## config.mk

```make
export PLATFORM = sky130hd
export DESIGN_NAME = life_cell
export DESIGN_NICKNAME = d
export VERILOG_FILES = /design/src/design/life_pkg.sv /design/src/design/life_cell.sv
export SDC_FILE = /design/constraint.sdc
export NUM_CORES = 1
export LEC_CHECK = 0
export BUFFER_PORTS_ARGS = -buffer_cell sky130_fd_sc_hd__buf_2
export CAP_MARGIN = 20
export CORE_MARGIN = 2
export CORE_UTILIZATION = 30
export DETAILED_ROUTE_END_ITERATION = 8
export PLACE_DENSITY = 0.58
export SETUP_SLACK_MARGIN = 0.05
export SLEW_MARGIN = 20
export SYNTH_ARGS = -nofsm -noshare
export SYNTH_HDL_FRONTEND = slang
export SYNTH_SLANG_ARGS = --single-unit
export TNS_END_PERCENT = 30
```

## constraint.sdc

```tcl
create_clock -name clk -period 3.6 [get_ports clk]
set_input_delay 0.72 -clock clk [delete_from_list [all_inputs] [get_ports clk]]
set_output_delay 0.72 -clock clk [all_outputs]
set_load 0.01 [all_outputs]
```

## src/design/life_pkg.sv

```systemverilog
// Shared types, constants and the next-generation rule for the toroidal life board.
// Used by life_cell, life_ctrl and life_automaton_torus; depends on nothing.
`default_nettype none

package life_pkg;

    // Board edge length default and fixed field widths
    localparam int GRID_SIZE_DEF = 64;
    localparam int COORD_W       = 6;
    localparam int FUNC_W        = 2;
    localparam int GEN_W         = 16;

    // Item function codes (code 3 does nothing)
    localparam logic [FUNC_W-1:0] FUNC_WRITE   = 2'd0;
    localparam logic [FUNC_W-1:0] FUNC_ADVANCE = 2'd1;
    localparam logic [FUNC_W-1:0] FUNC_READ    = 2'd2;

    // Neighbour counts of the rule
    localparam logic [3:0] NBR_BIRTH = 4'd3;
    localparam logic [3:0] NBR_KEEP  = 4'd2;

    // Command broadcast from the controller to every row cell
    typedef struct packed {
        logic advance;   // replace every row by its next generation
        logic rot_row;   // take the row held by the next cell down the ring
        logic rot_col;   // rotate the row vector by one column
        logic wr_en;     // load bit 0 (only honoured at the head cell)
        logic wr_val;
    } cell_ctrl_t;

    // Next state of one cell from itself and its eight neighbours
    function automatic logic life_rule(input logic self, input logic [7:0] nbrs);
        logic [3:0] n;
        n = '0;
        for (int i = 0; i < 8; i++) begin
            n = n + {3'b000, nbrs[i]};
        end
        return (n == NBR_BIRTH) || ((n == NBR_KEEP) && self);
    endfunction

endpackage

`default_nettype wire

```

## src/design/life_cell.sv

```systemverilog
// One row cell of the board ring: holds a full board row, rotates it along the
// ring or along its columns, and computes its next generation. Uses life_pkg.
`default_nettype none

module life_cell #(
    parameter int GridSize = life_pkg::GRID_SIZE_DEF
) (
    input  wire                      clk,
    input  wire                      rst_n,
    input  life_pkg::cell_ctrl_t     cmd,
    input  wire  [GridSize-1:0]      up_row,    // row above on the torus
    input  wire  [GridSize-1:0]      down_row,  // row below, also the rotation source
    output logic [GridSize-1:0]      row_q
);

    logic [GridSize-1:0] row_reg;
    logic [GridSize-1:0] row_next;
    logic [GridSize-1:0] life_row;
    logic [GridSize-1:0] base_row;
    logic [GridSize-1:0] rot_row;

    // Next generation per column, neighbours wrap at the row ends
    for (genvar j = 0; j < GridSize; j++) begin : g_col
        localparam int L = (j == 0) ? GridSize - 1 : j - 1;
        localparam int R = (j == GridSize - 1) ? 0 : j + 1;
        assign life_row[j] = life_pkg::life_rule(row_reg[j],
            {up_row[L], up_row[j], up_row[R],
             row_reg[L], row_reg[R],
             down_row[L], down_row[j], down_row[R]});
        // column rotation: bit j takes bit j+1
        assign rot_row[j] = base_row[R];
    end

    // Next generation, or ring and column movement with a single-bit load at bit 0
    always_comb
    begin
        base_row = cmd.rot_row ? down_row : row_reg;
        row_next = cmd.rot_col ? rot_row : base_row;
        if (cmd.advance)
        begin
            row_next = life_row;
        end
        else if (cmd.wr_en)
        begin
            row_next[0] = cmd.wr_val;
        end
    end

    always_ff @(posedge clk or negedge rst_n)
    begin
        if (!rst_n)
        begin
            row_reg <= '0;
        end
        else
        begin
            row_reg <= row_next;
        end
    end

    assign row_q = row_reg;

endmodule

`default_nettype wire

```

==> results.md <==
* Lkg Pwr at ~9 nW
* Final setup violation count at 0
* Initial Util at 30.4%
* CP endpoint kind: register
* Wire length per cell at between 15 and 20 um
* Max Slew Vio Count at 0
* Remaining DRCs at 0
* Setup Skew at between 0.007 and 0.008 ns
* Critical path depth at 11
* Hold buffer count at CTS at 0
* Tmin final at about 3.3 ns
* Initial DRC Count at slightly below 600
* P per Cell Area at between 600 and 700 nW/um^2
* Slowest stage delay, CP at 0.56 ns
* Startpoint types: input port
* RSZ-0062 raised after global routing: false
* Prevailing post-synth register cell: dfrtp_1
* WS Path Type: input port to register
* Setup slack at placement at -0.0730 ns
* Async S/R FF share, synth at between 90% and 100%
* Post-synth net total at between 2000 and 2500
* Worst-path cell chain: buf_2, inv_1, fa_1, fa_1, fa_1, inv_1, ha_1, fa_1, and2_1, a21oi_1, o32ai_2
* Max Cap Viol at 0
* Yosys warning total at 0
* Setup TNS at 0 ns
* Nets@finish at roughly 2300
* Clock Pin Slew Worst Setup and Hold Paths at 0.07 ns
* Clock latency on the worst-skew pair at 0.38 ns
* Drt first pass iters at 5
* Switching share of total power at about half
* Largest net degree at the start of global routing at 67
* Design Area, Final at roughly 17000 sq um
* Final worst path period share at 90.9%
* CTS resizes at 0
* Fillers at ~5000
* Slew HR at about a third
* WP data required at between 3 and 4 ns
* DP HPWL at around 32000 um
* Post-synth cell types at 38
* Max Buffers Root-to-Sink at 2
* I/O pin count at approximately 200
* # H-tree levels at 3
* Port bufs at slightly below 200
* Clk sink count at 64
* Crit path DAT at about 3.5 ns
* Post-CTS Setup Bufs at 0
* Hold slack at approximately 0.18 ns
* Vias post-DR at 11100
* Gpl congestion at approximately 0.86
* Hold/Removal Path Class: input port to async pin
* Initial antenna violation count at 6
* CTS tree: done
* FF-to-FF path depth at 9
* Crit path max fanout at 2
* Total core area at roughly 49000 sq um
* Internal power at 0.00577 W
* Cell Rows at 81
* Fin util at 35.4%
* Post-DP Area at between 15000 and 20000 sq um
* Comb pwr share at between 70% and 80%
* Top Family by Delay on Critical Path: adder cells
* Yosys top cell by area: fa_1
* Setup ws final at 0.327 ns
* Main area contributors after synthesis: fa_1 34%, ha_1 16%, inv_1 12%
* Final WL at a little under 40000 um
* Routed Antenna Nets at 0
* Sw Pwr at 0.00573 W
* Seq pwr share at about an eighth
* Synth top area share at between 30% and 40%
* Seq/Total Area, Yosys at a little over a tenth
* Post-Syn Instances at about 1500
* Vias in the first global route at about 13000
* Layout Area Growth over Synthesis at 16.7%
* Global-route wire length before repair at 64100 um
* Die height at ~230 um
* Most frequent cell on the critical path: fa_1
* Slew @ Worst Pin at 1.00 ns
* Crit path buffers/inverters at 3
* Largest register FFs at 64
* Total grt overflow at 0
* FMAX at a little over 300 MHz
* Clock share of power at between 9 and 10%
* TritonCTS buffer count at 9
* Die Area at between 50000 and 60000 sq um
* Cell area after synthesis at between 10000 and 15000 sq um
* Synth Register Bits at 64
* Post-Syn Area per Cell at 9.85 sq um
* Die width at 227 um
* Layout cells sized above 1 at 18.7%
* Worst vdd ir at between 200 and 300 uV
* Final hold violations at 0
* Status: completed
* Gr usage total at 16.0%
* EDFF count, synth at 0
* Slowest cell on the critical path: fa_1
* CTS root buffer: clkbuf_16
* Routed vias/inst at between 4 and 5
-- cells in the final DEF, fill, tap and decap left out, types with 2 or more instances in the layout --
cell type,n
a21oi_1,78
and2_0,24
and2_1,39
buf_12,2
buf_2,195
buf_4,69
bufinv_16,2
clkbuf_1,2
clkbuf_16,9
clkbuf_8,3
dfrtp_1,64
diode_2,2
fa_1,255
ha_1,192
inv_1,473
mux2_1,23
mux2_2,2
mux4_2,36
nand2_1,42
nor2_1,86
o211a_1,3
o211ai_1,40
o21ai_0,4
o21ai_1,10
o221ai_1,24
o31a_1,24
o31ai_1,24
o32ai_1,16
o32ai_2,10
-- synth_stat cells (4+ instances only) --
cell type and instances:
a21oi_1 78, and2_0 24, and2_1 39, buf_2 10, buf_6 4, clkbuf_1 10
dfrtp_1 64, fa_1 255, ha_1 192, inv_1 473, mux2_1 23, mux4_2 36
nand2_1 42, nor2_1 86, o211ai_1 40, o21ai_0 4, o21ai_1 10, o221ai_1 24
o31a_1 24, o31ai_1 24, o32ai_1 16, o32ai_2 10
-- kinds of logic (layout without fill, tap and decap cells) --
kind of cell,count (synthesis),after routing,synth area share (%)
multiplexers,63,63,7.59
adder cells (fa/ha/maj),447,447,50.5
other,0,2,0
flip-flops,64,64,10.8
buffers and inverters,505,757,13.5
AO/OA/AOI/OAI,238,238,11.7
AND/OR/NAND/NOR,192,192,5.93
-- worst register-to-register path, cell delays in order (launching register included) --
cell and delay [ns]:
dfrtp_1 0.45, inv_1 0.19, fa_1 0.46, fa_1 0.49, inv_1 0.05, ha_1 0.21, fa_1 0.39, and2_1 0.17
a21oi_1 0.18, o32ai_2 0.10
-- layout make-up --
type                       instances  area [sq um]  share of cell area (%)
clock inverter                     2          60.1                   0.346
inverter                         475          1780                    10.3
multi-input combinational        940         11300                    64.9
clock buffer                      14           274                    1.58
sequential                        64          1600                    9.23
timing repair buffer             266          1530                    8.84
antenna                            2          5.00                  0.0289
tap                              664           831                    4.79
-- routing by layer --
layer / GRT usage, % / share of wire, % / vias up
met4: 5.14 / 2.1 / 8
met5: 0 / 0.15 / -
met3: 2.82 / 4.5 / 42
li1: - / - / 5315
met2: 26.9 / 48 / 197
met1: 20.9 / 45 / 5561
-- power groups by stage --
| stage | Combinational (W) | Sequential, W | Clock [W] |
|---|---|---|---|
| after floorplan | 0.00652 | 0.00147 | 0 |
| final | 0.00891 | 0.00146 | 0.00112 |
| after detailed placement | 0.00895 | 0.00148 | 0 |
| after global routing | 0.0106 | 0.00151 | 0.00118 |
| after CTS | 0.00905 | 0.00147 | 0.00118 |
| after global placement | 0.00847 | 0.00146 | 0 |
-- metrics by stage --
stage / power [W] / cells
floorplan: 0.00799 / 1509
global placement: 0.00993 / 2409
detailed placement: 0.0104 / 2409
CTS: 0.0117 / 2425
global route: 0.0132 / 2427
finish: 0.0115 / 2427
-- worst paths after layout --
check / endpoint / slack [ns] / startpoint
setup reg to reg: row_q[34]$_DFF_PN0_ / 0.77 / row_q[33]$_DFF_PN0_
setup / recovery: row_q[42]$_DFF_PN0_ / 0.33 / up_row[41]
min in group clk: row_q[43]$_DFF_PN0_ / 0.64 / row_q[43]$_DFF_PN0_
hold reg to reg: row_q[43]$_DFF_PN0_ / 0.64 / row_q[43]$_DFF_PN0_
max in group asynchronous: row_q[52]$_DFF_PN0_ / 2.73 / rst_n
hold / removal: row_q[12]$_DFF_PN0_ / 0.18 / rst_n
Note: power is estimated with default switching activity, not from simulation.
