File: config.mk
export PLATFORM = sky130hd
export DESIGN_NAME = life_ctrl
export DESIGN_NICKNAME = d
export VERILOG_FILES = /design/src/design/life_pkg.sv /design/src/design/life_ctrl.sv
export SDC_FILE = /design/constraint.sdc
export NUM_CORES = 1
export LEC_CHECK = 0
export ABC_AREA = 1
export BUFFER_PORTS_ARGS = -buffer_cell sky130_fd_sc_hd__buf_2
export CORE_MARGIN = 3
export CORE_UTILIZATION = 30
export CTS_BUF_LIST = sky130_fd_sc_hd__clkbuf_2 sky130_fd_sc_hd__clkbuf_4 sky130_fd_sc_hd__clkbuf_8
export DETAILED_ROUTE_END_ITERATION = 6
export SYNTH_ARGS = -nofsm -noshare
export SYNTH_HDL_FRONTEND = slang
export SYNTH_SLANG_ARGS = --single-unit
File: constraint.sdc
create_clock -name clk -period 2.1 [get_ports clk]
set_clock_uncertainty 0.2 [all_clocks]
set_input_delay 0.42 -clock clk [delete_from_list [all_inputs] [get_ports clk]]
set_output_delay 0.42 -clock clk [all_outputs]
set_load 0.1 [all_outputs]
File: src/design/life_pkg.sv
// Shared types, constants and the next-generation rule for the toroidal life board.
// Used by life_cell, life_ctrl and life_automaton_torus; depends on nothing.
`default_nettype none

package life_pkg;

    // Board edge length default and fixed field widths
    localparam int GRID_SIZE_DEF = 64;
    localparam int COORD_W       = 6;
    localparam int FUNC_W        = 2;
    localparam int GEN_W         = 16;

    // Item function codes (code 3 does nothing)
    localparam logic [FUNC_W-1:0] FUNC_WRITE   = 2'd0;
    localparam logic [FUNC_W-1:0] FUNC_ADVANCE = 2'd1;
    localparam logic [FUNC_W-1:0] FUNC_READ    = 2'd2;

    // Neighbour counts of the rule
    localparam logic [3:0] NBR_BIRTH = 4'd3;
    localparam logic [3:0] NBR_KEEP  = 4'd2;

    // Command broadcast from the controller to every row cell
    typedef struct packed {
        logic advance;   // replace every row by its next generation
        logic rot_row;   // take the row held by the next cell down the ring
        logic rot_col;   // rotate the row vector by one column
        logic wr_en;     // load bit 0 (only honoured at the head cell)
        logic wr_val;
    } cell_ctrl_t;

    // Next state of one cell from itself and its eight neighbours
    function automatic logic life_rule(input logic self, input logic [7:0] nbrs);
        logic [3:0] n;
        n = '0;
        for (int i = 0; i < 8; i++) begin
            n = n + {3'b000, nbrs[i]};
        end
        return (n == NBR_BIRTH) || ((n == NBR_KEEP) && self);
    endfunction

endpackage

`default_nettype wire

File: src/design/life_ctrl.sv
// Item sequencer: takes one transfer, aligns the ring to the addressed cell,
// issues the cell command and holds the result register. Uses life_pkg.
`default_nettype none

module life_ctrl #(
    parameter int GridSize = life_pkg::GRID_SIZE_DEF
) (
    input  wire                               clk,
    input  wire                               rst_n,
    input  wire                               cmd_valid,
    output logic                              cmd_ready,
    input  wire  [life_pkg::FUNC_W-1:0]       func,
    input  wire  [life_pkg::COORD_W-1:0]      row,
    input  wire  [life_pkg::COORD_W-1:0]      col,
    input  wire                               alive_in,
    output logic                              rsp_valid,
    input  wire                               rsp_ready,
    output logic                              cell_alive,
    output logic [life_pkg::GEN_W-1:0]        generation,
    input  wire                               head_bit,
    output life_pkg::cell_ctrl_t              cell_cmd
);

    localparam int IDX_W = (GridSize > 1) ? $clog2(GridSize) : 1;
    localparam int CW    = (IDX_W > life_pkg::COORD_W) ? IDX_W : life_pkg::COORD_W;
    localparam logic [IDX_W-1:0] IDX_LAST = IDX_W'(GridSize - 1);

    typedef enum logic [1:0] {
        ST_IDLE = 2'b01,
        ST_BUSY = 2'b10
    } state_t;

    state_t                        state_reg, state_next;
    logic [life_pkg::FUNC_W-1:0]   func_reg, func_next;
    logic [life_pkg::COORD_W-1:0]  row_reg, row_next;
    logic [life_pkg::COORD_W-1:0]  col_reg, col_next;
    logic                          alive_reg, alive_next;
    logic [IDX_W-1:0]              head_reg, head_next;   // logical row at cell 0
    logic [IDX_W-1:0]              coff_reg, coff_next;   // logical column at bit 0
    logic [life_pkg::GEN_W-1:0]    gen_reg, gen_next;
    logic                          rsp_valid_reg, rsp_valid_next;
    logic                          cell_alive_reg, cell_alive_next;

    logic busy, on_board, row_hit, col_hit, rsp_free;
    logic is_wr, is_rd, is_adv, need_align, done;

    // Item decode and alignment
    always_comb
    begin
        busy       = (state_reg == ST_BUSY);
        on_board   = (int'(row_reg) < GridSize) && (int'(col_reg) < GridSize);
        row_hit    = (CW'(head_reg) == CW'(row_reg));
        col_hit    = (CW'(coff_reg) == CW'(col_reg));
        rsp_free   = !rsp_valid_reg || rsp_ready;
        is_wr      = (func_reg == life_pkg::FUNC_WRITE);
        is_rd      = (func_reg == life_pkg::FUNC_READ);
        is_adv     = (func_reg == life_pkg::FUNC_ADVANCE);
        need_align = (is_wr || is_rd) && on_board && !(row_hit && col_hit);
        done       = busy && rsp_free && !need_align;
    end

    // Command to the ring
    always_comb
    begin
        cell_cmd.advance = done && is_adv;
        cell_cmd.rot_row = busy && need_align && !row_hit;
        cell_cmd.rot_col = busy && need_align && !col_hit;
        cell_cmd.wr_en   = done && is_wr && on_board;
        cell_cmd.wr_val  = alive_reg;
    end

    // State, offsets, counter and result register
    always_comb
    begin
        state_next      = state_reg;
        func_next       = func_reg;
        row_next        = row_reg;
        col_next        = col_reg;
        alive_next      = alive_reg;
        head_next       = head_reg;
        coff_next       = coff_reg;
        gen_next        = gen_reg;
        rsp_valid_next  = rsp_valid_reg && !rsp_ready;
        cell_alive_next = cell_alive_reg;

        unique case (state_reg)
            ST_IDLE:
            begin
                if (cmd_valid)
                begin
                    func_next  = func;
                    row_next   = row;
                    col_next   = col;
                    alive_next = alive_in;
                    state_next = ST_BUSY;
                end
            end
            ST_BUSY:
            begin
                if (done)
                begin
                    state_next      = ST_IDLE;
                    rsp_valid_next  = 1'b1;
                    cell_alive_next = is_rd && on_board && head_bit;
                    if (is_adv)
                    begin
                        gen_next = gen_reg + 1'b1;
                    end
                end
            end
            default:
            begin
                state_next = ST_IDLE;
            end
        endcase

        if (cell_cmd.rot_row)
        begin
            head_next = (head_reg == IDX_LAST) ? '0 : head_reg + 1'b1;
        end
        if (cell_cmd.rot_col)
        begin
            coff_next = (coff_reg == IDX_LAST) ? '0 : coff_reg + 1'b1;
        end
    end

    always_ff @(posedge clk or negedge rst_n)
    begin
        if (!rst_n)
        begin
            state_reg     <= ST_IDLE;
            head_reg      <= '0;
            coff_reg      <= '0;
            gen_reg       <= '0;
            rsp_valid_reg <= 1'b0;
        end
        else
        begin
            state_reg     <= state_next;
            head_reg      <= head_next;
            coff_reg      <= coff_next;
            gen_reg       <= gen_next;
            rsp_valid_reg <= rsp_valid_next;
        end
    end

    // Payload registers
    always_ff @(posedge clk)
    begin
        func_reg       <= func_next;
        row_reg        <= row_next;
        col_reg        <= col_next;
        alive_reg      <= alive_next;
        cell_alive_reg <= cell_alive_next;
    end

    assign cmd_ready  = (state_reg == ST_IDLE);
    assign rsp_valid  = rsp_valid_reg;
    assign cell_alive = cell_alive_reg;
    assign generation = gen_reg;

endmodule

`default_nettype wire

==> impl_metrics.csv, run 1 <==
group,metric,value,unit
outcome,status,"finished, violations left",
outcome,violations,"setup timing",
timing,timing.slew.headroom,0.631,
power_and_ir_drop,swShare,0.400,
worst_setup_path,crit_end,"cell_cmd[1]",
floorplanning,core_area,7770,um^2
synth,synth_top_flop_cell,"dfrtp_1",
synth,synthArstFlopShare,0.660,
routing,wl_per_cell,11.5,um
timing,tightest_slew,0.553,ns
floorplanning,io_pins,44,
timing,min_period,2.36,ns
clock_network,cts_buffers,5,
clock_network,clk_latency,0.30,ns
power_and_ir_drop,clkPwrFrac,0.223,
clock_network,cts-root-buf,"clkbuf_8",
synth,synthTopCellsByCount,"nand2_1, inv_1, dfrtp_1",
finish,drive_gt1_frac,0.334,
synth,synth_compound_area_frac,0.0248,
routing,vias,2054,
finish,syn_to_final_growth,36.5,%
power_and_ir_drop,finalPower,0.00356,W
placed_design,io_buffers,43,
routing,drtIter0Drc,59,
placed_design,place_area,2990,um^2
global_routing,grt_overflow_total,0,
clock_network,cts_tree,"built",
worst_setup_path,path_class,"reg -> out",
clock_network,cts_buffer_depth,2,
worst_setup_path,r2r_start,"state_reg[1]$_DFFE_PN0P_",
synth,postSynthNetCount,305,
synth,synth_top_area_share,0.310,
placed_design,dp_hpwl,3930,um
power_and_ir_drop,power_density,1080,nW/um^2
placed_design,place_ws,0.00807,ns
synth,synth_xor_xnor_area_share,0.0795,
timing,max_freq,423,MHz
timing,post-route-period-util,1.13,
timing,hold_viol,0,
global_routing,grt_pass1_wl,8780,um
worst_setup_path,cp-end-kind,"output pin",
power_and_ir_drop,p_sw,0.00142,W
synth,synth_seq_area_share,0.519,
worst_setup_path,setup.worst_path.start,"head_reg[4]$_DFFE_PN0P_",
power_and_ir_drop,intPower,0.00214,W
routing,final_antenna_net_count,0,
hold_path,hold_class,"in -> reg",
floorplanning,initial_core_util,0.312,
global_routing,grt_pass1_vias,2048,
worst_setup_path,r2r_end,"generation[13]$_DFFE_PN0P_",
synth,yosys.cell_types.count,27,
synth,muxShareOfSynthArea,0,
power_and_ir_drop,p_comb_frac,0.413,
routing,drc,0,
floorplanning,die_x,95.9,um
power_and_ir_drop,ir_drop,0.945,mV
placed_design,place.gp.congestion,0.920,
worst_setup_path,critical_path_required,1.48,ns
clock_network,cts-htree-levels,2,
synth,synth.most_common_cell,"nand2_1",
timing,setup_viol,3,
worst_setup_path,start_kind,"flop",
timing,setup_ws,-0.264,ns
timing,rsz0062_at_grt,"true",
synth,synth_area_leader_cell,"dfrtp_1",
clock_network,path_clk_slew,0.09,ns
finish,fin_util,0.426,
floorplanning,die-height,95.9,um
power_and_ir_drop,pwr-share-seq,0.364,
routing,first_pass_iters,4,
worst_setup_path,cp_max_fo,4,
synth,ys_warn_count,0,
global_routing,antenna_found_initial,1,
worst_setup_path,r2r_slack,0.15,ns
synth,synthAdderAreaFrac,0.0155,
global_routing,grtUsageTotal,0.124,
timing,maxSlewViolCount,0,
finish,stdcell_area,3310,um^2
worst_setup_path,reg2reg_depth,10,
power_and_ir_drop,p_leak,1.62,nW
global_routing,grt_max_degree,25,
synth,synth_seq_cells,47,
flow_run,maxCapViolCount,0,
worst_setup_path,critical_path_arrival,1.74,ns
synth,syn-mean-instance-area,8.59,um^2
synth,syn_inst,282,
synth,synth_area_leaders,"dfrtp_1, edfxtp_1, nand2_1",
synth,synth_top_family_by_area,"simple AND/OR/NAND/NOR gates",
routing,vias_per_cell,4.43,
floorplanning,rows,32,
finish,largest_reg_flops,16,
finish,diodes,0,
floorplanning,dieArea,9190,um^2
routing,wirelength,5340,um
synth,synth-simple-area-share,0.273,
synth,syn_area,2420,um^2
synth,synth_edf_count,16,
clock_network,cts.sinks,47,
finish,fin_nets,384,
[repair_timing]
action | 4_1_cts | 5_1_grt
pin swaps | 2 | 11
endpoints found under the hold margin | 21 | 0
buffers inserted | 3 | 12
resized for setup | 2 | 11
hold buffers | 1 | 0
endpoints found under the setup margin | 4 | 6
[worst max-delay path, cell delays in order (launching register included)]
cell	delay, ns
dfrtp_1	0.43
xor2_1	0.18
nor2_2	0.12
nand3_2	0.13
nor2_4	0.14
nand4_1	0.15
clkinvlp_4	0.13
buf_12	0.17
[placed cells by master, fill, tap and decap left out, types with 5 or more instances in the layout]
master,synthesis,routed
nor3_1,6,6
dfrtp_2,0,5
buf_4,2,30
xnor2_1,6,6
nand3_1,16,15
edfxtp_1,16,16
buf_12,0,7
nor2_1,20,14
nand4_1,10,10
clkbuf_8,0,5
xor2_1,16,16
inv_2,3,5
inv_1,44,39
nor2_2,7,8
dfrtp_1,30,24
buf_2,1,38
a21oi_1,5,5
o21ai_0,6,6
nor2_4,1,6
nand2_1,81,79
[power by group through the flow]
stage	logic [W]	registers [W]	clock network, W
floorplan	0.000655	0.00160	0
global placement	0.00132	0.00131	0
detailed placement	0.00133	0.00132	0
CTS	0.00135	0.00130	0.000815
global route	0.00159	0.00132	0.000854
finish	0.00147	0.00130	0.000793
[cell families (layout without fill, tap and decap cells)]
group / Yosys count / count (layout)
xor+xnor: 22 / 22
compound gates: 12 / 12
simple gates: 146 / 146
buf+inv: 52 / 132
fa+ha+maj: 3 / 3
flops: 47 / 47
[metrics by stage]
stage	setup TNS [ns]	hold WS, ns	instances
6_report	-0.516	0.0845	464
5_1_grt	-0.936	0.0757	464
4_1_cts	-0.815	0.0772	452
3_5_place_dp	0	0.237	440
3_3_place_gp	0	0.233	440
2_1_floorplan	-0.155	-0.0756	282
[layer usage]
layer  vias to the layer above  routed length [um]  track usage
met5                         -                   7            0
met4                         2                  85       0.0521
met3                        12                 361       0.0422
met2                        51                2510        0.199
met1                       950                2380        0.153
li1                       1039                   -            -
[how the worst min path moves through the flow]
stage,slack (ns),from,endpoint,cells after the start
6_report,0.08,row[0],row_reg[0]$_DFFE_PP_,1
3_3_place_gp,0.23,rst_n,generation[14]$_DFFE_PN0P_,1
3_5_place_dp,0.24,rst_n,generation[14]$_DFFE_PN0P_,1
4_1_cts,0.08,row[0],row_reg[0]$_DFFE_PP_,1
2_1_floorplan,-0.08,rst_n,coff_reg[0]$_DFFE_PN0P_,0
5_1_grt,0.08,col[0],col_reg[0]$_DFFE_PP_,1
[final cells by class]
| type | instances | area [um^2] |
|---|---|---|
| well taps | 102 | 128 |
| repair buffers | 77 | 577 |
| multi-input cells | 183 | 1010 |
| inverters | 47 | 188 |
| fillers | 765 | 4460 |
| flip-flops and latches | 47 | 1270 |
| clock inverters | 2 | 60.1 |
| clock buffers | 6 | 76.3 |
Power figures use the tool's default switching activity.
==> inputs of run 2 (changes only) <==
--- a/config.mk
+++ b/config.mk
@@ -8,9 +8,10 @@
 export ABC_AREA = 1
 export BUFFER_PORTS_ARGS = -buffer_cell sky130_fd_sc_hd__buf_2
 export CORE_MARGIN = 3
-export CORE_UTILIZATION = 30
+export CORE_UTILIZATION = 52
 export CTS_BUF_LIST = sky130_fd_sc_hd__clkbuf_2 sky130_fd_sc_hd__clkbuf_4 sky130_fd_sc_hd__clkbuf_8
 export DETAILED_ROUTE_END_ITERATION = 6
+export PLACE_DENSITY = 0.78
 export SYNTH_ARGS = -nofsm -noshare
 export SYNTH_HDL_FRONTEND = slang
 export SYNTH_SLANG_ARGS = --single-unit
==> impl_metrics.csv, run 2 (synthesized netlist as in run 1, its figures left out) <==
group,metric,value,unit
outcome,status,"finished, violations left",
outcome,violations,"setup timing",
timing,max_freq,417,MHz
worst_setup_path,reg2reg_depth,12,
global_routing,antenna_found_initial,0,
clock_network,path_clk_slew,0.09,ns
timing,setup_ws,-0.296,ns
routing,vias_per_cell,5.12,
power_and_ir_drop,swShare,0.436,
timing,rsz0062_at_grt,"true",
floorplanning,die_x,74.3,um
timing,tightest_slew,0.490,ns
worst_setup_path,r2r_start,"coff_reg[2]$_DFFE_PN0P_",
placed_design,io_buffers,43,
floorplanning,rows,24,
placed_design,place.gp.congestion,0.869,
power_and_ir_drop,ir_drop,0.989,mV
timing,hold_viol,0,
timing,post-route-period-util,1.14,
power_and_ir_drop,p_leak,1.59,nW
worst_setup_path,crit_slowest_cell,"dfrtp_1",
routing,final_antenna_net_count,0,
routing,wl_per_cell,13.2,um
timing,maxSlewViolCount,0,
finish,syn_to_final_growth,29.9,%
floorplanning,die-height,74.3,um
finish,fin_nets,381,
routing,drtIter0Drc,163,
worst_setup_path,critical_path_required,1.48,ns
routing,vias,2105,
clock_network,cts.sinks,47,
global_routing,grtUsageTotal,0.211,
clock_network,cts_buffer_depth,2,
worst_setup_path,start_kind,"flop",
power_and_ir_drop,p_comb_frac,0.428,
finish,diodes,0,
worst_setup_path,r2r_end,"cell_alive$_DFFE_PP_",
clock_network,clk_latency,0.30,ns
finish,fin_util,0.713,
clock_network,cts_tree,"built",
finish,drive_gt1_frac,0.334,
placed_design,dp_hpwl,3850,um
clock_network,cts-root-buf,"clkbuf_8",
hold_path,hold_class,"in -> reg",
routing,drc,0,
global_routing,grt_pass1_wl,9000,um
power_and_ir_drop,intPower,0.00187,W
global_routing,grt_max_degree,23,
floorplanning,core_area,4410,um^2
hold_path,whs_endpoint,"row_reg[2]$_DFFE_PP_",
finish,largest_reg_flops,16,
floorplanning,io_pins,44,
worst_setup_path,path_class,"reg -> out",
power_and_ir_drop,power_density,1050,nW/um^2
hold_path,holdPathStages,1,
floorplanning,dieArea,5510,um^2
clock_network,cts-htree-levels,2,
timing,timing.slew.headroom,0.676,
worst_setup_path,max_stage_delay,0.40,ns
floorplanning,initial_core_util,0.549,
finish,n_fill_cell,326,
power_and_ir_drop,clkPwrFrac,0.175,
worst_setup_path,cp-end-kind,"output pin",
worst_setup_path,r2r_slack,0.11,ns
routing,first_pass_iters,4,
global_routing,grt_pass1_vias,2112,
worst_setup_path,crit_chain,"inv_1 -> nand2_1 -> nand2_1 -> nor2_1 -> nand3_2 -> inv_1 -> nand2_1 -> nand4_1 -> clkinvlp_4 -> buf_12",
routing,wirelength,5420,um
finish,layout_commonest_cell,"nand2_1",
power_and_ir_drop,pwr-share-seq,0.397,
worst_setup_path,critical_path_arrival,1.78,ns
clock_network,cts_buffers,5,
finish,layout_common_cells,"nand2_1, buf_2, inv_1",
flow_run,maxCapViolCount,0,
timing,min_period,2.40,ns
power_and_ir_drop,finalPower,0.00332,W
global_routing,grt_overflow_total,0,
timing,fin_tns_setup,-0.686,ns
power_and_ir_drop,p_sw,0.00145,W
timing,setup_viol,3,
worst_setup_path,crit_top_cell,"nand2_1",
worst_setup_path,cp_max_fo,3,
hold_path,min_from,"row[2]",
-- run 2: layer usage --
| metal | vias to the layer above | global-route usage | share of wire |
|---|---|---|---|
| li1 | 1031 | - | - |
| met1 | 1005 | 0.265 | 0.42 |
| met2 | 59 | 0.369 | 0.51 |
| met3 | 10 | 0.0473 | 0.056 |
| met4 | 0 | 0.0553 | 0.012 |
| met5 | - | 0 | 0 |
-- run 2: metrics by stage --
step / area [um^2] / setup WS (ns) / cells / hold WS, ns
final: 3150 / -0.296 / 411 / 0.0878
after global routing: 3150 / -0.406 / 411 / 0.0771
after CTS: 3100 / -0.231 / 406 / 0.0766
after detailed placement: 2890 / 0.0553 / 387 / 0.209
after global placement: 2890 / 0.0849 / 387 / 0.204
after floorplan: 2470 / -0.128 / 282 / -0.0756
-- run 2: worst max path at each step --
stage,startpoint,end,slack (ns)
6_report,coff_reg[2]$_DFFE_PN0P_,cell_cmd[3],-0.30
5_1_grt,head_reg[3]$_DFFE_PN0P_,cell_cmd[3],-0.41
4_1_cts,col_reg[0]$_DFFE_PP_,cell_cmd[3],-0.23
3_5_place_dp,head_reg[3]$_DFFE_PN0P_,cell_cmd[3],0.06
3_3_place_gp,coff_reg[3]$_DFFE_PN0P_,cell_cmd[1],0.08
2_1_floorplan,head_reg[4]$_DFFE_PN0P_,cell_cmd[3],-0.13
-- run 2: critical path, delay by kind of cell (launching register included) --
kind / cells / cell delay [ns]
flops: 1 / 0.40
simple gates: 6 / 0.57
buf+inv: 4 / 0.50
-- run 2: area by class of cell --
type / count / area [um^2] / share of cell area
repair buffers: 74 / 526 / 0.167
well taps: 52 / 65.1 / 0.0207
clock inverters: 2 / 15.0 / 0.00477
flip-flops and latches: 47 / 1270 / 0.403
multi-input cells: 183 / 1000 / 0.319
inverters: 47 / 188 / 0.0596
clock buffers: 6 / 82.6 / 0.0262
-- run 2: what timing repair did --
action,in CTS,in global routing
setup buffers,10,5
hold endpoints to repair,19,0
setup endpoints to repair,4,4
gates cloned,0,0
pin swaps,11,9
hold buffers,1,0
gates resized for setup,9,4
-- run 2: power groups by stage --
stage                     logic (W)  registers (W)  clock network, W
after floorplan            0.000655        0.00160                 0
after global placement      0.00128        0.00131                 0
after detailed placement    0.00130        0.00133                 0
after CTS                   0.00137        0.00131          0.000599
after global routing        0.00152        0.00134          0.000638
final                       0.00142        0.00132          0.000582
